### src/rtl/dipp_pkg.sv
// shared types, widths and constants for the depth image point projector
// no dependencies; every file but the two channel interfaces imports this package
package dipp_pkg;

  // frame and source image limits
  localparam int FRAME_SIZE    = 2048;
  localparam int MAX_IMAGE_DIM = 2048;

  // divide by 100 as multiply by ceil(2^30 / 100) and shift, exact below 2^23
  localparam int          RECIP_SH = 30;
  localparam logic [23:0] RECIP_M  = 24'd10737419;

  // datapath widths
  localparam int XW  = 13;  // world x, unsigned
  localparam int YW  = 15;  // world y, unsigned
  localparam int ZW  = 18;  // world z, signed
  localparam int RPW = 47;  // reciprocal product
  localparam int P1W = 34;  // first products and their sums
  localparam int P2W = 48;  // second products, viewer y
  localparam int ZVW = 53;  // viewer z
  localparam int FXW = 47;  // focal times viewer x
  localparam int NW  = 61;  // signed numerators
  localparam int AW  = 60;  // folded numerators
  localparam int DW  = 52;  // divisor
  localparam int QB  = 13;  // quotient bits
  localparam int SW  = 15;  // screen coordinate before the range check

  // register indexes of the configuration port
  typedef enum logic [2:0] {
    REG_SIN_AZ   = 3'd0,
    REG_COS_AZ   = 3'd1,
    REG_SIN_EL   = 3'd2,
    REG_COS_EL   = 3'd3,
    REG_VIEW_D   = 3'd4,
    REG_FOCAL    = 3'd5,
    REG_IMG_COLS = 3'd6,
    REG_SCR_CTR  = 3'd7
  } reg_idx_e;

  typedef struct packed {
    logic signed [15:0] sin_az;
    logic signed [15:0] cos_az;
    logic signed [15:0] sin_el;
    logic signed [15:0] cos_el;
    logic        [15:0] view_dist;
    logic        [11:0] focal;
    logic        [11:0] img_cols;
    logic signed [11:0] scr_ctr;
  } cfg_t;

  typedef struct packed {
    logic [7:0] blue;
    logic [7:0] green;
    logic [7:0] red;
  } color_t;

  typedef struct packed {
    logic [10:0] col;
    logic [10:0] row;
    logic [7:0]  gray;
    color_t      color;
  } pix_t;

  typedef struct packed {
    logic [XW-1:0]        x;
    logic [YW-1:0]        y;
    logic signed [ZW-1:0] z;
    color_t               color;
  } world_t;

  typedef struct packed {
    logic signed [P1W-1:0] xv;
    logic signed [P2W-1:0] yv;
    logic signed [ZVW-1:0] zv;
    color_t                color;
  } view_t;

  typedef struct packed {
    logic [AW-1:0] ax;
    logic [AW-1:0] ay;
    logic          negx;
    logic          negy;
    logic [DW-1:0] d;
    logic          behind;
    color_t        color;
  } frac_t;

  typedef struct packed {
    logic [QB-1:0] qx;
    logic [QB-1:0] qy;
    logic          negx;
    logic          negy;
    logic          ovfx;
    logic          ovfy;
    logic          behind;
    color_t        color;
  } quot_t;

endpackage

### src/rtl/dipp_scale.sv
// focal scaling and sign folding of the numerators, three stages
// depends on dipp_pkg
module dipp_scale (
  input  logic                   clk_i,
  input  logic                   rst_ni,
  input  dipp_pkg::cfg_t         cfg_i,
  input  logic                   in_valid_i,
  output logic                   in_ready_o,
  input  dipp_pkg::view_t        view_i,
  output logic                   out_valid_o,
  input  logic                   out_ready_i,
  output dipp_pkg::frac_t        frac_o
);
  import dipp_pkg::*;

  localparam int NS = 3;

  logic [NS-1:0] v_q;
  logic [NS-1:0] v_in;
  logic [NS-1:0] en;

  logic signed [12:0]    fs;

  logic signed [FXW-1:0] fx7_q;
  logic signed [36:0]    fhi7_q;
  logic [35:0]           flo7_q;
  logic signed [ZVW-1:0] zv7_q;
  color_t                col7_q;

  logic signed [NW-1:0]  nx8_q;
  logic signed [NW-1:0]  py8_q;
  logic signed [ZVW-1:0] zv8_q;
  color_t                col8_q;

  logic                  negy;
  frac_t                 f9_q;

  always_comb begin
    en[NS-1] = !v_q[NS-1] || out_ready_i;
    for (int k = NS - 2; k >= 0; k--) begin
      en[k] = !v_q[k] || en[k+1];
    end
    v_in = {v_q[NS-2:0], in_valid_i};
  end

  always_ff @(posedge clk_i or negedge rst_ni) begin
    if (!rst_ni) begin
      v_q <= '0;
    end else begin
      for (int k = 0; k < NS; k++) begin
        if (en[k]) begin
          v_q[k] <= v_in[k];
        end
      end
    end
  end

  assign fs = $signed({1'b0, cfg_i.focal});

  // stage 7: focal products, viewer y split in two halves
  always_ff @(posedge clk_i) begin
    if (en[0]) begin
      fx7_q  <= FXW'(fs) * FXW'(view_i.xv);
      fhi7_q <= 37'(fs) * 37'($signed(view_i.yv[47:24]));
      flo7_q <= 36'(cfg_i.focal) * 36'(view_i.yv[23:0]);
      zv7_q  <= view_i.zv;
      col7_q <= view_i.color;
    end
  end

  // stage 8: full width numerators, y still positive-signed product
  always_ff @(posedge clk_i) begin
    if (en[1]) begin
      nx8_q  <= NW'(fx7_q) <<< 14;
      py8_q  <= (NW'(fhi7_q) <<< 24) + $signed(NW'(flo7_q));
      zv8_q  <= zv7_q;
      col8_q <= col7_q;
    end
  end

  // stage 9: fold negative numerators so floor becomes a plain unsigned divide
  assign negy = !py8_q[NW-1] && (py8_q != '0);

  always_ff @(posedge clk_i) begin
    if (en[2]) begin
      f9_q.negx   <= nx8_q[NW-1];
      f9_q.ax     <= nx8_q[NW-1] ? AW'(~nx8_q) : AW'(nx8_q);
      f9_q.negy   <= negy;
      f9_q.ay     <= negy ? AW'(py8_q - NW'(1)) : AW'(-py8_q);
      f9_q.d      <= DW'(zv8_q);
      f9_q.behind <= zv8_q[ZVW-1] || (zv8_q == '0);
      f9_q.color  <= col8_q;
    end
  end

  assign in_ready_o  = en[0];
  assign out_valid_o = v_q[NS-1];
  assign frac_o      = f9_q;

endmodule

### config.mk
export PLATFORM = sky130hd
export DESIGN_NAME = dipp_scale
export DESIGN_NICKNAME = d
export VERILOG_FILES = /design/src/rtl/dipp_pkg.sv /design/src/rtl/dipp_scale.sv
export SDC_FILE = /design/constraint.sdc
export NUM_CORES = 2
export LEC_CHECK = 0
export BUFFER_PORTS_ARGS = -buffer_cell sky130_fd_sc_hd__buf_2
export CORE_MARGIN = 2
export CORE_UTILIZATION = 61
export CTS_CLUSTER_DIAMETER = 120
export DETAILED_ROUTE_END_ITERATION = 8
export PLACE_DENSITY = 0.86
export SYNTH_ARGS = -nofsm -noshare
export SYNTH_HDL_FRONTEND = slang
export SYNTH_SLANG_ARGS = --single-unit
export TNS_END_PERCENT = 100
### constraint.sdc
create_clock -name clk_i -period 15.32 [get_ports clk_i]
set_input_delay 0.766 -clock clk_i [delete_from_list [all_inputs] [get_ports clk_i]]
set_output_delay 0.766 -clock clk_i [all_outputs]
set_load 0.01 [all_outputs]
# Word level (Yosys, flattened, before mapping)
# Index checks and enable logic that the tools add are counted.
# totals
register_bits	584
in_bits	279
output_inout_bits	201
elab_cells	46
# op_classes
add_sub_neg	3
n_mul	3
n_mux	2
bitwise_logic	1
n_reduce_logical	11
# op_table
cell	count
2-to-1 mux 60 bit	2
adder 61 x 37 -> 61 bit	1
nonzero test 61 bit	1
negation 60 bit	1
inverter 60 bit	1
subtractor 60 x 2 -> 60 bit (second input constant)	1
logical NOT 53 bit	1
multiplier 13 x 34 -> 47 bit	1
multiplier 13 x 24 -> 37 bit	1
multiplier 12 x 24 -> 36 bit	1
logical NOT 1 bit	4
logical OR 1 bit	4
logical AND 1 bit	1

# Logic depth before layout (Yosys ltp)
# depth
word_depth	4
mapped_depth	24
depth_no_buf	21

# Worst setup path before layout
# Ideal clock, no wire load.
# synth_timing
kind	input to register
startpoint	input out_ready_i
endpoint	register col7_q[0] (netlist bit) (enable)
t_arrival_ns	6.297
setup_slack_ns	6.510
path_stages	1
n_path_buf	0
path_cell_list	nand4b_1
# synth_between
elab_chain_len	3
# synth_lines
item	line_no	text
from (decl)	dipp_scale.sv:11	input logic out_ready_i,
logical OR 1 bit	dipp_scale.sv:39	en[NS-1] = !v_q[NS-1] || out_ready_i;
logical OR 1 bit (2 in series)	dipp_scale.sv:41	en[k] = !v_q[k] || en[k+1];
to (signal assigned)	dipp_scale.sv:67	col7_q <= view_i.color;
to (decl)	dipp_scale.sv:28	color_t col7_q;
# No other way between the ends.
# A chain may end at the register's enable or synchronous reset.

# Final worst setup path
# layout_timing
startpoint	input cfg_i[28] (netlist bit)
endpoint	register fhi7_q[36] (data pin)
# layout_between
elab_chain_len	1
# layout_lines
item	line_no	text
from (decl)	dipp_scale.sv:6	input dipp_pkg::cfg_t cfg_i,
multiplier 13 x 24 -> 37 bit	dipp_scale.sv:64	fhi7_q <= 37'(fs) * 37'($signed(view_i.yv[47:24]));
to (signal assigned)	dipp_scale.sv:64	
to (decl)	dipp_scale.sv:25	logic signed [36:0] fhi7_q;
# No other way between the ends.

==> results_dict.tcl <==
set metrics [dict create \
    antenna_found_initial 26 \
    r2r_end "frac_o[100]" \
    worstHoldStart "view_i[68]" \
    layout_commonest_cell "inv_1" \
    multi_input_area_mm2 0.0318 \
    drt_wl_total_um 120000 \
    hold_viol_final 0 \
    ys_seq_area_frac 0.318 \
    rr_startpoint "py8_q[7]" \
    clock_path_buffers 3 \
    ys_seq_elements 571 \
    p_sw_mw 6.38 \
    intPower_mw 7.73 \
    nFillCells 6258 \
    layout_min_cycle_time_ns 7.48 \
    hold_class "input port to register" \
    start_kind "input port" \
    cts.sinks 571 \
    finClkSkew_ns 0.0258 \
    top_layer "met5" \
    nets 6592 \
    die_w_um 301 \
    grt_pass1_vias 38900 \
    hold_path_end "zv7_q[44]" \
    max_freq_ghz 0.134 \
    setup_violations 0 \
    synth_edf_count 568 \
    route.met2.wl_um 62300 \
    min_path_cells 1 \
    reg2regPathDepth 9 \
    via_count 35800 \
    worstMarginPinSlew_ns 1.17 \
    rsz0062_at_grt "no" \
    ys.warnings.count 0 \
    synthTopCellsByArea "edfxtp_1 32%, fa_1 31%, inv_1 7.3%" \
    synth_top_flop_cell "edfxtp_1" \
    syn_inst 4976 \
    max-cap-violations 0 \
    numPortBuffers 375 \
    status "finished clean" \
    gp_congestion 0.902 \
    synth_cell_types 78 \
    leakage_nw 27.5 \
    power_density_mw_per_mm2 242 \
    crit_fanout 48 \
    finalCritPeriodShare 0.488 \
    slew_headroom 0.222 \
    viasPerCell 5.57 \
    met3_length_um 9620 \
    antenna_left 0 \
    met1_length_um 43400 \
    track_usage 0.272 \
    clock-root-buffer "clkbuf_16" \
    cts_inserted_buffers 56 \
    synth_top_area_cell "edfxtp_1" \
    drive_above_1_share 0.0983 \
    synth_nets 6365 \
    combPwrFrac 0.676 \
    synth.cell_area_mm2 0.0538 \
    start_util 0.618 \
    htree_levels 2 \
    postSynthAreaPerCell_um2 10.8 \
    clk_pin_slew_ns 0.06 \
    fp.dieArea_mm2 0.0906 \
    io_pins 480 \
    drt_iter0_drc 2568 \
    drt_pre_antenna_iters 6 \
    criticalPathCategory "input port to register" \
    wl_per_cell_um 18.6 \
    holdWs_ns 0.306 \
    swShare 0.452 \
    grt_max_degree 187 \
    ir_worst_vdd_v 0.000223 \
    row_count 108 \
    cts_tree "yes" \
    grt_pass1_wl_um 196000 \
    clkLatencyLatePin_ns 0.63 \
    critPathRequiredTime_ns 15.67 \
    register_area_mm2 0.0171 \
    setup_tns_ns 0 \
    slew_violations 0 \
    p_clk_frac 0.104 \
    post_cts_buffers 0 \
    arrival_ns 7.83 \
    coreArea_mm2 0.0870 \
    r2r_setup_slack_ns 11.57 \
    seq_power_share 0.220 \
    final_cell_mix "1047 x inv_1, 837 x fa_1, 691 x nand2_1" \
    overflow 0 \
    area_growth_pct 8.54 \
    drc 0 \
    die_h_um 301 \
    synth_top_area_frac 0.317 \
    synthArstFlopShare 0.00525 \
    end_kind "register" \
    dpl.hpwl_um 88800 \
]
## worst max-delay path, cell delays in order
cell       delay [ns]
buf_2            0.68
buf_4            0.67
nand2_1          0.17
fa_1             0.53
fa_1             0.51
inv_1            0.05
fa_1             0.49
fa_1             0.50
inv_1            0.05
fa_1             0.49
inv_1            0.05
ha_1             0.38
and3_1           0.22
nand3_1          0.16
a2111oi_0        0.89
o31ai_1          0.23
o221ai_1         0.28
a21oi_1          0.14
o21ai_1          0.22
a221o_1          0.19
xnor2_1          0.07
## power by group through the flow
stage               logic (mW)  clock network [mW]  registers [mW]
floorplan                 7.20                   0            3.18
global placement          9.12                   0            3.11
detailed placement        9.46                   0            3.13
CTS                       9.54                1.49            3.11
global route              10.8                1.54            3.16
finish                    9.54                1.46            3.11
## how the worst max path moves through the flow
stage / from / end / cells after the start
after floorplan: out_ready_i / col7_q[0] / 1
after global placement: cfg_i[28] / fhi7_q[36] / 21
after detailed placement: cfg_i[28] / fhi7_q[36] / 21
after CTS: cfg_i[28] / fhi7_q[36] / 21
after global routing: cfg_i[28] / fhi7_q[36] / 21
final: cfg_i[28] / fhi7_q[36] / 21
## through the flow
step / cells / utilization / worst slack (ns) / total power, mW / cell area [um2]
2_1_floorplan: 4976 / - / 6.51 / 10.4 / 53800
3_3_place_gp: 6299 / 0.648 / 7.53 / 12.2 / 56400
3_5_place_dp: 6299 / 0.648 / 7.31 / 12.6 / 56400
4_1_cts: 6404 / 0.671 / 7.96 / 14.1 / 58400
5_1_grt: 6409 / 0.671 / 7.54 / 15.5 / 58400
6_report: 6416 / 0.671 / 7.84 / 14.1 / 58400
## synthesized netlist by cell type (4+ instances only)
cell type	number
ha_1	273
nand4_1	21
a21boi_0	4
buf_6	5
a31oi_1	13
o21a_1	16
o21bai_1	17
clkbuf_1	209
and2_1	381
a211o_1	8
and3_1	21
nor2_1	87
a21oi_1	106
buf_4	13
a221oi_1	4
nor2b_1	14
nor4_2	5
nor3_1	35
inv_1	1047
o31ai_1	9
xnor2_1	177
edfxtp_1	568
xor2_1	116
nand2b_1	24
or3_1	6
o21ai_0	44
a211oi_1	5
nand2_1	691
or2_2	6
nor4_1	24
or4_1	4
o211ai_1	12
a21o_1	64
mux2i_1	5
fa_1	837
nand3b_1	8
nand3_1	33
## routing by layer
| metal | vias to the layer above | GRT usage |
|---|---|---|
| li1 | 15800 | - |
| met1 | 18100 | 0.333 |
| met2 | 1479 | 0.487 |
| met4 | 38 | 0.0914 |
| met5 | - | 0 |
| met3 | 364 | 0.0487 |
## kinds of logic (layout without fill, tap and decap cells)
logic type	count (synthesis)	after routing	share of synthesized area
muxes	5	5	0.000930
DFF	571	571	0.318
buffers and inverters	1277	1550	0.0907
AOI/OAI and AO/OA	337	337	0.0411
other	0	12	0
and+or+nand+nor	1383	1383	0.126
adders and majority gates	1110	1110	0.375
xor gates and xnor gates	293	293	0.0477
## state kept, by name, summed over array words and instances (netlist names)
register  flops
v_q           3
zv7_q        53
zv8_q        53
fhi7_q       37
flo7_q       36
fx7_q        47
py8_q        61
nx8_q        47
frac_o      186
col8_q       24
col7_q       24
## final cells by class
cell class | instances | area share
Antenna cell | 12 | 0.000514
Clock buffer | 59 | 0.0242
Inverter | 1047 | 0.0673
Multi-Input combinational cell | 3128 | 0.545
Timing Repair Buffer | 399 | 0.0357
Sequential cell | 571 | 0.293
Clock inverter | 45 | 0.00947
Tap cell | 1155 | 0.0248
## timing repair
action	CTS	global route
hold endpoints to repair	3	0
resized for setup	0	0
hold buffers	1	0
Power figures use the tool's default switching activity.
