### config.mk
export PLATFORM = sky130hd
export DESIGN_NAME = dipp_world
export DESIGN_NICKNAME = d
export VERILOG_FILES = /design/src/rtl/dipp_pkg.sv /design/src/rtl/dipp_world.sv
export SDC_FILE = /design/constraint.sdc
export NUM_CORES = 1
export LEC_CHECK = 0
export BUFFER_PORTS_ARGS = -buffer_cell sky130_fd_sc_hd__buf_4
export CORE_MARGIN = 1.5
export CORE_UTILIZATION = 60
export CTS_CLUSTER_SIZE = 28
export DETAILED_ROUTE_END_ITERATION = 8
export PLACE_DENSITY = 0.93
export SYNTH_ARGS = -nofsm -noshare
export SYNTH_HDL_FRONTEND = slang
export SYNTH_SLANG_ARGS = --single-unit
### constraint.sdc
create_clock -name clk_i -period 3.3 [get_ports clk_i]
set_clock_uncertainty 0.1 [all_clocks]
set_input_delay 0.66 -clock clk_i [delete_from_list [all_inputs] [get_ports clk_i]]
set_output_delay 0.66 -clock clk_i [all_outputs]
set_load 0.01 [all_outputs]
### src/rtl/dipp_pkg.sv
// shared types, widths and constants for the depth image point projector
// no dependencies; every file but the two channel interfaces imports this package
package dipp_pkg;

  // frame and source image limits
  localparam int FRAME_SIZE    = 2048;
  localparam int MAX_IMAGE_DIM = 2048;

  // divide by 100 as multiply by ceil(2^30 / 100) and shift, exact below 2^23
  localparam int          RECIP_SH = 30;
  localparam logic [23:0] RECIP_M  = 24'd10737419;

  // datapath widths
  localparam int XW  = 13;  // world x, unsigned
  localparam int YW  = 15;  // world y, unsigned
  localparam int ZW  = 18;  // world z, signed
  localparam int RPW = 47;  // reciprocal product
  localparam int P1W = 34;  // first products and their sums
  localparam int P2W = 48;  // second products, viewer y
  localparam int ZVW = 53;  // viewer z
  localparam int FXW = 47;  // focal times viewer x
  localparam int NW  = 61;  // signed numerators
  localparam int AW  = 60;  // folded numerators
  localparam int DW  = 52;  // divisor
  localparam int QB  = 13;  // quotient bits
  localparam int SW  = 15;  // screen coordinate before the range check

  // register indexes of the configuration port
  typedef enum logic [2:0] {
    REG_SIN_AZ   = 3'd0,
    REG_COS_AZ   = 3'd1,
    REG_SIN_EL   = 3'd2,
    REG_COS_EL   = 3'd3,
    REG_VIEW_D   = 3'd4,
    REG_FOCAL    = 3'd5,
    REG_IMG_COLS = 3'd6,
    REG_SCR_CTR  = 3'd7
  } reg_idx_e;

  typedef struct packed {
    logic signed [15:0] sin_az;
    logic signed [15:0] cos_az;
    logic signed [15:0] sin_el;
    logic signed [15:0] cos_el;
    logic        [15:0] view_dist;
    logic        [11:0] focal;
    logic        [11:0] img_cols;
    logic signed [11:0] scr_ctr;
  } cfg_t;

  typedef struct packed {
    logic [7:0] blue;
    logic [7:0] green;
    logic [7:0] red;
  } color_t;

  typedef struct packed {
    logic [10:0] col;
    logic [10:0] row;
    logic [7:0]  gray;
    color_t      color;
  } pix_t;

  typedef struct packed {
    logic [XW-1:0]        x;
    logic [YW-1:0]        y;
    logic signed [ZW-1:0] z;
    color_t               color;
  } world_t;

  typedef struct packed {
    logic signed [P1W-1:0] xv;
    logic signed [P2W-1:0] yv;
    logic signed [ZVW-1:0] zv;
    color_t                color;
  } view_t;

  typedef struct packed {
    logic [AW-1:0] ax;
    logic [AW-1:0] ay;
    logic          negx;
    logic          negy;
    logic [DW-1:0] d;
    logic          behind;
    color_t        color;
  } frac_t;

  typedef struct packed {
    logic [QB-1:0] qx;
    logic [QB-1:0] qy;
    logic          negx;
    logic          negy;
    logic          ovfx;
    logic          ovfy;
    logic          behind;
    color_t        color;
  } quot_t;

endpackage

### src/rtl/dipp_world.sv
// world point builder: pixel to fixed point x, y, z, two stages
// depends on dipp_pkg
module dipp_world (
  input  logic                   clk_i,
  input  logic                   rst_ni,
  input  dipp_pkg::cfg_t         cfg_i,
  input  logic                   in_valid_i,
  output logic                   in_ready_o,
  input  dipp_pkg::pix_t         pix_i,
  output logic                   out_valid_o,
  input  logic                   out_ready_i,
  output dipp_pkg::world_t       world_o
);
  import dipp_pkg::*;

  localparam int NS = 2;

  logic [NS-1:0] v_q;
  logic [NS-1:0] v_in;
  logic [NS-1:0] en;

  logic [12:0]           cols;
  logic signed [13:0]    dz;
  logic signed [24:0]    dz_ext;
  logic signed [24:0]    nz;
  logic [22:0]           yn;
  logic [22:0]           zn;

  logic [XW-1:0]         x1_q;
  logic [RPW-1:0]        yp1_q;
  logic [RPW-1:0]        zp1_q;
  logic                  zneg1_q;
  color_t                col1_q;

  logic [ZW-1:0]         zq;
  world_t                w2_q;

  // stall chain: a stage moves when it is empty or the next one moves
  always_comb begin
    en[NS-1] = !v_q[NS-1] || out_ready_i;
    for (int k = NS - 2; k >= 0; k--) begin
      en[k] = !v_q[k] || en[k+1];
    end
    v_in = {v_q[NS-2:0], in_valid_i};
  end

  always_ff @(posedge clk_i or negedge rst_ni) begin
    if (!rst_ni) begin
      v_q <= '0;
    end else begin
      for (int k = 0; k < NS; k++) begin
        if (en[k]) begin
          v_q[k] <= v_in[k];
        end
      end
    end
  end

  // stage 1: clamp width, scale row and column, multiply by reciprocal of 100
  always_comb begin
    if ({1'b0, cfg_i.img_cols} > 13'(MAX_IMAGE_DIM)) begin
      cols = 13'(MAX_IMAGE_DIM);
    end else begin
      cols = {1'b0, cfg_i.img_cols};
    end
    dz     = $signed({1'b0, cols}) - $signed({3'b000, pix_i.row});
    dz_ext = {{11{dz[13]}}, dz};
    nz     = (dz_ext <<< 11) - (dz_ext <<< 8) + 25'sd50;
    // floor of a negative value through the complement
    zn     = nz[24] ? 23'(~nz) : 23'(nz);
    yn     = 23'({pix_i.col, 10'b0}) + 23'd50;
  end

  always_ff @(posedge clk_i) begin
    if (en[0]) begin
      x1_q    <= {~pix_i.gray, 5'b0};
      yp1_q   <= RPW'(yn) * RPW'(RECIP_M);
      zp1_q   <= RPW'(zn) * RPW'(RECIP_M);
      zneg1_q <= nz[24];
      col1_q  <= pix_i.color;
    end
  end

  // stage 2: take the quotients and restore the sign of z
  assign zq = ZW'(zp1_q >> RECIP_SH);

  always_ff @(posedge clk_i) begin
    if (en[1]) begin
      w2_q.x     <= x1_q;
      w2_q.y     <= YW'(yp1_q >> RECIP_SH);
      w2_q.z     <= zneg1_q ? $signed(~zq) : $signed(zq);
      w2_q.color <= col1_q;
    end
  end

  assign in_ready_o  = en[0];
  assign out_valid_o = v_q[NS-1];
  assign world_o     = w2_q;

endmodule

==> flow_metrics.env, run 1 <==
export IMPL_status="did not finish"
export IMPL_failing_step="5_1_grt"
export IMPL_error_line="[ERROR GRT-0116] Global routing finished with congestion. Check the congestion regions in the DRC Viewer."
export IMPL_cts_buffers=17
export IMPL_hpwlAfterDp_um=48960
export IMPL_grt_max_degree=67
export IMPL_synth_compound_area_share_pct=7.048
export IMPL_clock_root_buffer="clkbuf_16"
export IMPL_synth_fa_ha_area_share_pct=52.34
export IMPL_netlist_instances=1620
export IMPL_place_gp_congestion=1.133
export IMPL_muxShareOfSynthArea_pct=0.05560
export IMPL_globalRouteTotalUtil_pct=72.28
export IMPL_synth_xor_area_share_pct=4.830
export IMPL_synth_flop_cell="edfxtp_1"
export IMPL_rows=63
export IMPL_io_buffers=136
export IMPL_grt_pass1_wl_um=156600
export IMPL_synthArstFlopShare_pct=1.515
export IMPL_die_w_um=176.2
export IMPL_overflow=12
export IMPL_syn_avg_cell_area_um2=11.11
export IMPL_yosys_warnings=0
export IMPL_max_clock_path_buffers=2
export IMPL_h_tree_depth=4
export IMPL_netlist_cell_type_count=70
export IMPL_synth_top_family_by_area="adder cells"
export IMPL_ys_seq_area_share_pct=21.96
export IMPL_ys_ff_latch=132
export IMPL_synth_simple_gate_area_share_pct=5.192
export IMPL_boundaryPins=246
export IMPL_pre_cts_slack_ns=-7.304
export IMPL_synth_edf_count=130
export IMPL_clock_sinks=132
export IMPL_synth_area_um2=18000
export IMPL_initial_utilization_pct=60.90
export IMPL_grt_pass1_vias=21707
export IMPL_die_h_um=176.2
## synth_stat cells, drive strengths merged (7+ instances only)
library cell	count	area, µm²
ha	393	4917
inv	389	1460
fa	225	4504
edfxtp	130	3904
a21oi	52	260.3
xnor2	47	419.2
xor2	42	382.9
nor2	41	153.9
nand2	39	146.4
a21o	33	247.7
o21ai	33	168.9
nand3	17	85.08
nor2b	17	106.4
nand2b	14	87.58
nor3	12	60.06
a31oi	10	68.81
nand4	10	62.56
buf	9	68.81
o21bai	9	67.56
and2	8	50.05
o21a	8	60.06
or3	7	43.79
## routing by layer
metal / GRT usage (%) / overflow
met5: 42.79 / 0
met4: 71.90 / 7
met3: 59.82 / 0
met2: 86.19 / 5
met1: 71.21 / 0
## timing repair
action                                  4_1_cts
pin swaps                                    68
hold endpoints to repair                      2
gates resized for setup                     136
endpoints found under the setup margin       33
hold buffers                                  1
setup buffers                                24
## through the flow
stage | instance area (µm²) | hold slack (ns) | std cells | util [%]
after global placement | 22920 | 0.3003 | 2496 | 77.54
after floorplan | 18800 | 0.2644 | 1624 | -
after detailed placement | 22920 | 0.3045 | 2496 | 77.54
after CTS | 24420 | 0.2959 | 2551 | 82.61
## logic make-up after synthesis
family / after synthesis
and+or+nand+nor: 185
buffers and inverters: 401
other: 1
adders and majority gates: 618
muxes: 1
AOI/OAI and AO/OA: 190
DFF: 132
xor gates and xnor gates: 92
==> inputs of run 2 (changes only) <==
--- a/config.mk
+++ b/config.mk
@@ -7,10 +7,9 @@
 export LEC_CHECK = 0
 export BUFFER_PORTS_ARGS = -buffer_cell sky130_fd_sc_hd__buf_4
 export CORE_MARGIN = 1.5
-export CORE_UTILIZATION = 60
-export CTS_CLUSTER_SIZE = 28
+export CORE_UTILIZATION = 40
 export DETAILED_ROUTE_END_ITERATION = 8
-export PLACE_DENSITY = 0.93
+export PLACE_DENSITY_LB_ADDON = 0.15
 export SYNTH_ARGS = -nofsm -noshare
 export SYNTH_HDL_FRONTEND = slang
 export SYNTH_SLANG_ARGS = --single-unit
==> run 2 against run 1 <==
Compared with the run above:
- the flow now finishes, with violations (setup timing)
- synthesized cell count unchanged
- area after synthesis unchanged
==> flow_metrics.env, run 2 <==
export IMPL_clock_root_buffer="clkbuf_16"
export IMPL_critPathLaunch="cfg_i[23]"
export IMPL_synth_top_family_by_area="adder cells"
export IMPL_synth_simple_gate_area_share_pct=5.192
export IMPL_clock_sinks=132
export IMPL_ys_ff_latch=132
export IMPL_cap_violations=0
export IMPL_end_kind="flip-flop"
export IMPL_drc=0
export IMPL_dr_first_iter_drc_count=438
export IMPL_fin_crit_sh_pct=292.5
export IMPL_synth_flop_cell="edfxtp_1"
export IMPL_drive_above_1_share_pct=34.80
export IMPL_path_class="in -> reg"
export IMPL_clock_fmax_ghz=0.1036
export IMPL_post_route_util_pct=56.30
export IMPL_synth_xor_area_share_pct=4.830
export IMPL_antenna_found_initial=0
export IMPL_rows=77
export IMPL_grt_max_degree=67
export IMPL_avgViaCountPerCell=4.644
export IMPL_netlist_instances=1620
export IMPL_ff2ff_setup_slack_ns=1.53
export IMPL_synthTopCellsByCount="ha_1 (393), inv_1 (388), fa_1 (225)"
export IMPL_routedWlPerCell_um=15.55
export IMPL_hp_class="reg -> reg"
export IMPL_yosys_area_top_type_share_pct=27.31
export IMPL_synth_area_um2=18000
export IMPL_pre_cts_slack_ns=-7.083
export IMPL_crit_path_max_incr_delay_ns=0.52
export IMPL_ys_seq_area_share_pct=21.96
export IMPL_max_clock_path_buffers=2
export IMPL_clk_pin_slew_ns=0.06
export IMPL_tritoncts="yes"
export IMPL_io_buffers=136
export IMPL_rsz0062_at_grt="true"
export IMPL_die_w_um=215.1
export IMPL_hpwlAfterDp_um=37960
export IMPL_n_antenna_cell=0
export IMPL_yosys_top_cells_area="ha_1 (27%), fa_1 (25%), edfxtp_1 (22%), inv_1 (8.1%), xnor2_1 (2.2%)"
export IMPL_drt_total_wl_um=43220
export IMPL_synthArstFlopShare_pct=1.515
export IMPL_netlist_cell_type_count=70
export IMPL_globalRouteTotalUtil_pct=19.33
export IMPL_cp_arrival_ns=9.71
export IMPL_path_max_fanout=6
export IMPL_h_tree_depth=4
export IMPL_overflow=0
export IMPL_yosys_warnings=0
export IMPL_synth_fa_ha_area_share_pct=52.34
export IMPL_layout_nets=2966
export IMPL_synth_edf_count=130
export IMPL_syn2layout_area_growth_pct=38.59
export IMPL_status="complete, but fails checks"
export IMPL_setup_tns_ns=-142.32
export IMPL_min_period_ns=9.654
export IMPL_violations="setup timing"
export IMPL_final_common_cell="buf_4"
export IMPL_insertion_delay_ns=0.41
export IMPL_detail_route_antenna_nets=0
export IMPL_yosysMostFrequentCell="ha_1"
export IMPL_core_um2=44320
export IMPL_crit_required_ns=3.36
export IMPL_cp_common_cell="fa_1"
export IMPL_slowest_stage="fa_1"
export IMPL_dr_total_vias=12907
export IMPL_final_cell_mix="buf_4 (515), inv_1 (368), ha_1 (340)"
export IMPL_initial_utilization_pct=40.62
export IMPL_firstDrtPassIters=5
export IMPL_place_gp_congestion=0.9294
export IMPL_largest_reg_flops=65
export IMPL_cts_buffers=17
export IMPL_worst_pin_slew_ns=0.8889
export IMPL_worstSetupStartpointType="input port"
export IMPL_dieArea_um2=46290
export IMPL_syn_avg_cell_area_um2=11.11
export IMPL_setup_slack_ns=-6.354
export IMPL_muxShareOfSynthArea_pct=0.05560
export IMPL_relSlewSlack_pct=40.74
export IMPL_synth_compound_area_share_pct=7.048
export IMPL_grt_pass1_wl_um=71360
export IMPL_die_h_um=215.1
export IMPL_drv_slew=0
export IMPL_reg2reg_from="v_q[1]"
export IMPL_yosys_area_top_type="ha_1"
export IMPL_grt_pass1_vias=13799
export IMPL_hold_start="col1_q[14]"
export IMPL_boundaryPins=246
export IMPL_hold_violations=0
export IMPL_setup_viol=33
run 2: cell counts after synthesis:
Identical to the previous run, type by type.
run 2: worst paths after layout:
kind	end	depth (start not counted)
worst max-delay path	zp1_q[43]	45
worst min-delay path	world_o[14]	0
worst max register to register	yp1_q[35]	2
worst min register to register	world_o[14]	0
max in group asynchronous	v_q[0]	2
min in group asynchronous	v_q[1]	2
run 2: stage by stage:
| step | area, µm² | hold slack (ns) | instances |
|---|---|---|---|
| floorplan | 18800 | 0.2644 | 1624 |
| global placement | 23250 | 0.3007 | 2707 |
| detailed placement | 23250 | 0.3045 | 2707 |
| CTS | 24520 | 0.3041 | 2763 |
| global route | 24950 | 0.3016 | 2779 |
| finish | 24950 | 0.3148 | 2779 |
run 2: critical path, delay by kind of cell:
kind | cells | cell delay (ns)
fa+ha+maj | 10 | 3.82
compound gates | 16 | 3.04
buf+inv | 9 | 0.79
xor+xnor | 3 | 0.50
simple gates | 7 | 0.87
run 2: area by class of cell:
cell class	count	area, µm²
Clock buffer	18	429.2
Clock inverter	14	201.4
Fill cell	3841	19370
Inverter	389	1473
Multi-Input combinational cell	1091	13880
Sequential cell	132	3954
Tap cell	592	740.7
Timing Repair Buffer	543	4269
run 2: cells by family (layout without fill, tap and decap cells):
kind of cell | after synthesis | after routing
flops | 132 | 132
simple gates | 185 | 185
xor+xnor | 92 | 92
mux | 1 | 1
compound gates | 190 | 190
other cells | 1 | 5
fa+ha+maj | 618 | 618
buf+inv | 401 | 964
run 2: repair_timing:
item / CTS / global route
resized for setup: 69 / 66
pin swaps: 47 / 52
setup buffers: 22 / 16
endpoints found under the hold margin: 2 / 0
endpoints found under the setup margin: 33 / 33
gates cloned: 1 / 0
hold buffers: 1 / 0
run 2: metal layers:
layer | wire length (µm) | track usage (%) | vias up
li1 | - | - | 6437
met1 | 21340 | 28.04 | 6239
met2 | 19880 | 31.52 | 204
met3 | 1476 | 2.067 | 27
met4 | 523 | 3.427 | 0
met5 | 0 | 0 | -
Power of run 2 is not shown: default switching activity piles up to over one toggle a cycle in this logic, so the estimate is an artifact.
